===== src/hdl/apsp_ram.sv =====
`default_nettype none
module apsp_ram #(
  parameter int WIDTH = 8,
  parameter int DEPTH = 64
) (
  input  wire logic                                 clk,
  input  wire logic                                 wr_en,
  input  wire logic [(DEPTH > 1 ? $clog2(DEPTH) : 1)-1:0] wr_addr,
  input  wire logic [WIDTH-1:0]                     wr_data,
  input  wire logic [(DEPTH > 1 ? $clog2(DEPTH) : 1)-1:0] rd_addr_a,
  output logic      [WIDTH-1:0]                     rd_data_a,
  input  wire logic [(DEPTH > 1 ? $clog2(DEPTH) : 1)-1:0] rd_addr_b,
  output logic      [WIDTH-1:0]                     rd_data_b
);

  logic [WIDTH-1:0] mem [DEPTH];

  // One write port and two registered read ports.
  always_ff @(posedge clk) begin
    if (wr_en) begin
      mem[wr_addr] <= wr_data;
    end
    rd_data_a <= mem[rd_addr_a];
    rd_data_b <= mem[rd_addr_b];
  end

endmodule
`default_nettype wire


===== config.mk =====
export PLATFORM = sky130hd
export DESIGN_NAME = apsp_ram
export DESIGN_NICKNAME = d
export VERILOG_FILES = /design/src/hdl/apsp_ram.sv
export SDC_FILE = /design/constraint.sdc
export NUM_CORES = 1
export LEC_CHECK = 0
export BUFFER_PORTS_ARGS = -buffer_cell sky130_fd_sc_hd__buf_2
export CAP_MARGIN = 20
export CORE_ASPECT_RATIO = 0.9
export CORE_UTILIZATION = 53
export DETAILED_ROUTE_END_ITERATION = 7
export PLACE_DENSITY = 0.8
export SYNTH_ARGS = -nofsm -noshare
export SYNTH_HDL_FRONTEND = slang
export SYNTH_SLANG_ARGS = --single-unit

===== constraint.sdc =====
create_clock -name clk -period 2.8 [get_ports clk]
set_input_delay 0.56 -clock clk [delete_from_list [all_inputs] [get_ports clk]]
set_output_delay 0.56 -clock clk [all_outputs]
set_load 0.02 [all_outputs]

**Word-level counts from Yosys, hierarchy flattened**

Memory sizes are Yosys's and may differ from the RTL's. A register that Yosys moved wholly into a read port is not among the register bits.
Cells that the tools add are included.

- Flip-flop bits (word level): 0
- Bits in latches: 0
- Bits in writable memories: 512
- Bits in read-only memories: 0
- Input bits: 28
- Output and inout bits: 16
- Logic and storage cells: 3
- Memories: 1

Memory list:

| name | depth | width | rd ports | clocked after Yosys merged registers in | write ports | RTL line | source |
|---|---|---|---|---|---|---|---|
| mem | 64 | 8 | 2 | 2 | 1 | 16 | `logic [WIDTH-1:0] mem [DEPTH];` |

- Add/subtract/negate cells: 0
- Multipliers: 0
- Divide/modulo/power cells: 0
- Magnitude comparators: 0
- Equality and inequality tests: 0
- Shift-type cells: 0
- Mux-type cells: 2
- Bitwise gates (word level): 0
- Reductions and logical operators: 0

Operator list:

| kind | number |
|---|---|
| $mux W1 | 2 |

**Longest topological paths before layout**

- Word-level depth: 2
- Mapped depth: 9
- Mapped depth without buffers: 5

**Worst setup path before layout**

Ideal clock, no wire load.

- Path type: input to register
- Start: in rd_addr_b[0] (netlist bit)
- End: reg rd_data_b[4], read port of mem
- Setup time: 113 ps
- Arrival: 2,257 ps
- Required time: 2,687 ps
- Setup slack: 430 ps
- Stages on the path: 8
- Path buffers: 3
- Path through: buf_2 buf_2 buf_4 mux4_2 a221oi_1 o21ai_0 nand3_1 nand2_1

RTL lines:

| item | RTL line | source |
|---|---|---|
| start: declaration | 12 | `input wire logic [(DEPTH > 1 ? $clog2(DEPTH) : 1)-1:0] rd_addr_b,` |
| end: declaration | 13 | `output logic [WIDTH-1:0] rd_data_b` |

==> impl_metrics.env <==
export IMPL_cts_max_level=2
export IMPL_synth_simple_gate_area_frac=0.0269
export IMPL_switchingPower_mw=3.82
export IMPL_dp_hpwl_um=42600
export IMPL_post_cts_resized=0
export IMPL_synth_top_area_frac=0.633
export IMPL_rows=74
export IMPL_cts_tree="done"
export IMPL_synth_fa_ha_area_frac=0
export IMPL_yosysMostFrequentCell="edfxtp_1"
export IMPL_crit_family="multiplexers"
export IMPL_grt_first_pass_wirelength_um=93000
export IMPL_swShare=0.225
export IMPL_ant_nets=0
export IMPL_p_clk_frac=0.393
export IMPL_fin_skew_ps=17.7
export IMPL_nNetsFinal=1385
export IMPL_die_area_sq_um=46700
export IMPL_rsz0062_at_grt="false"
export IMPL_cts_sinks=528
export IMPL_clkSlewWorstSetupHoldPaths_ps=70
export IMPL_drt_pass1_iter_count=6
export IMPL_drc=0
export IMPL_synthXorXnorAreaFrac=0
export IMPL_initial_core_util=0.536
export IMPL_synth_yosys_seq_area_share=0.647
export IMPL_vdd_drop_max_mv=0.588
export IMPL_overflow=0
export IMPL_crit_path_start_kind="primary input"
export IMPL_hold_path_class="primary input to flop"
export IMPL_slew_violations=0
export IMPL_antenna_found_initial=4
export IMPL_post_route_period_util=0.822
export IMPL_synth_edf_count=512
export IMPL_rr_endpoint="rd_data_a[2]$_DFF_P_"
export IMPL_wl_per_cell_um=31.6
export IMPL_gp_congestion=0.900
export IMPL_place_inst=1912
export IMPL_cts_hold_repair_buffers=0
export IMPL_core_area_sq_um=45300
export IMPL_path_class="primary input to flop"
export IMPL_end_kind="flop"
export IMPL_fin_crit_ps=2300
export IMPL_totalWireLength_um=63600
export IMPL_reg2reg_depth=4
export IMPL_crit_buf_inv=2
export IMPL_m1WireLength_um=23100
export IMPL_async_reset_ff_frac=0
export IMPL_final_cells=2008
export IMPL_syn_area_sq_um=24300
export IMPL_p_seq_frac=0.518
export IMPL_crit_path_frequent_cell="mux4_2"
export IMPL_io_buffers=43
export IMPL_fp_dieH_um=205
export IMPL_cp_required_ps=3240
export IMPL_cts_root_buffer_cell="clkbuf_16"
export IMPL_synth_cell_type_count=38
export IMPL_synth_compound_area_frac=0.0281
export IMPL_crit_chain="buf_6 > buf_12 > mux4_2 > mux4_2 > o21ai_1 > o22ai_1"
export IMPL_ys_ff_latch=528
export IMPL_synthCells=1211
export IMPL_met3_length_um=7560
export IMPL_met2_length_um=30200
export IMPL_power_internal_mw=13.1
export IMPL_top_layer_used="met5"
export IMPL_drv_cap=0
export IMPL_grt_max_degree=65
export IMPL_slowest_delay_ps=570
export IMPL_grt_total_usage=0.283
export IMPL_synth_top_family_by_area="multiplexers"
export IMPL_synthTopCellsByArea="edfxtp_1 63%, mux4_2 25%, mux2i_1 2.7%"
export IMPL_holdPathStages=1
export IMPL_worstSkewPairLatency_ps=590
export IMPL_via_per_inst=6.96
export IMPL_worst_path_max_fanout=24
export IMPL_reg2reg_setup_slack_ps=570
export IMPL_synth_ff_type="edfxtp_1"
export IMPL_fmax_ghz=0.435
export IMPL_clock_path_buffers=3
export IMPL_synth_yosys_warnings=0
export IMPL_combPwrFrac=0.089
export IMPL_worst_ep_arrival_time_ps=2740
export IMPL_postCtsSetupBuffers=0
export IMPL_holdPathEnd="mem[50][4]$_DFFE_PP_"
export IMPL_syn_to_final_growth_pct=14.6
export IMPL_hold_viol=0
export IMPL_synth_nets=1239
export IMPL_synth_area_leader_cell="edfxtp_1"
export IMPL_synth_avg_cell_area_sq_um=20.0
export IMPL_drt_iter0_markers=1861
export IMPL_powerDensity_nw_per_um2=610
export IMPL_status="finished clean"
export IMPL_p_leak_nw=9.06
export IMPL_cpMaxStageDelayCell="mux4_2"
export IMPL_r2r_start="mem[55][2]$_DFFE_PP_"
export IMPL_tightestPinTransition_ps=1050
export IMPL_final_layout_size_suffix_gt1_frac=0.381
export IMPL_grt_pass1_vias=14107
export IMPL_die_w_um=228
export IMPL_netlist_top_cells_count="512 x edfxtp_1, 270 x mux4_2, 75 x nor2_1"
export IMPL_setup_tns_ps=0
export IMPL_min_from="wr_data[4]"
export IMPL_maxSlewHeadroom=0.300
export IMPL_cts_made_buffers=51
export IMPL_vias=13983
export IMPL_num_io_pins=44
export IMPL_synthMuxAreaShare=0.279
export IMPL_setup_viol=0
-- registers in the layout, indices dropped and copies added, names as in the netlist --
register and flops:
mem 512, rd_data_a 8, rd_data_b 8
-- power by group through the flow --
stage | logic (mW) | clock network, mW | registers (mW)
2_1_floorplan | 0.851 | 0 | 8.98
3_3_place_gp | 1.46 | 0 | 8.95
5_1_grt | 1.57 | 6.95 | 8.80
6_report | 1.51 | 6.67 | 8.79
4_1_cts | 1.50 | 6.70 | 8.79
3_5_place_dp | 1.49 | 0 | 8.96
-- per-stage QoR --
| step | hold WS [ps] | power [mW] | setup slack [ps] | utilization | cell area, sq um |
|---|---|---|---|---|---|
| after global placement | 800 | 10.4 | 9.56 | 0.579 | 26200 |
| after floorplan | 659 | 9.83 | 430 | - | 24300 |
| after CTS | 207 | 17.0 | 582 | 0.614 | 27800 |
| after global routing | 217 | 17.3 | 531 | 0.614 | 27800 |
| final | 215 | 17.0 | 499 | 0.614 | 27800 |
| after detailed placement | 805 | 10.4 | 5.21 | 0.579 | 26200 |
-- metal layers --
metal / global-route usage / vias up
met3: 0.0615 / 166
met4: 0.113 / 4
li1: - / 5523
met2: 0.443 / 1024
met1: 0.388 / 7266
met5: 0.0183 / -
-- kinds of logic after synthesis --
logic type,after synthesis
compound gates,100
buf+inv,96
flops,528
mux,338
simple gates,149
-- how the worst max path moves through the flow --
stage | cells past startpoint | slack (ps) | startpoint | to
final | 6 | 500 | rd_addr_a[0] | rd_data_a[2]$_DFF_P_
after global routing | 6 | 530 | rd_addr_a[0] | rd_data_a[2]$_DFF_P_
after CTS | 6 | 580 | rd_addr_a[0] | rd_data_a[1]$_DFF_P_
after detailed placement | 6 | 5 | rd_addr_a[0] | rd_data_a[3]$_DFF_P_
after global placement | 6 | 10 | rd_addr_a[0] | rd_data_a[0]$_DFF_P_
after floorplan | 8 | 430 | rd_addr_b[0] | rd_data_b[4]$_DFF_P_
-- placed cells by master (no fill, tap or decap), types with 6 or more instances in the layout --
cell type  netlist  layout
edfxtp_1       512     512
nand3_1         20      20
o21ai_0         17      17
o22ai_1         20      20
nand2b_1         6       6
clkinv_1         0      10
buf_2           31      37
a221oi_1         7       7
nand2_1         28      28
nor2_1          75      75
clkinv_2         0      10
clkbuf_16        0      53
a21oi_1         10      10
nor2b_1          8       8
mux4_2         270     270
mux2i_1         66      66
a22oi_1         14      14
buf_12           0      25
dfxtp_1         16      16
clkbuf_1        34       9
o21ai_1          7       7
buf_4           12     120
-- area by class of cell --
class                      count  area (sq um)
timing repair buffer         186          1630
antenna                        4          10.0
clock inverter                25           171
fill                        3071         17500
tap                          608           761
sequential                   528         15700
inverter                       3          11.3
multi-input combinational    587          8100
clock buffer                  67          1430
Note: power is estimated with default switching activity, not from simulation.
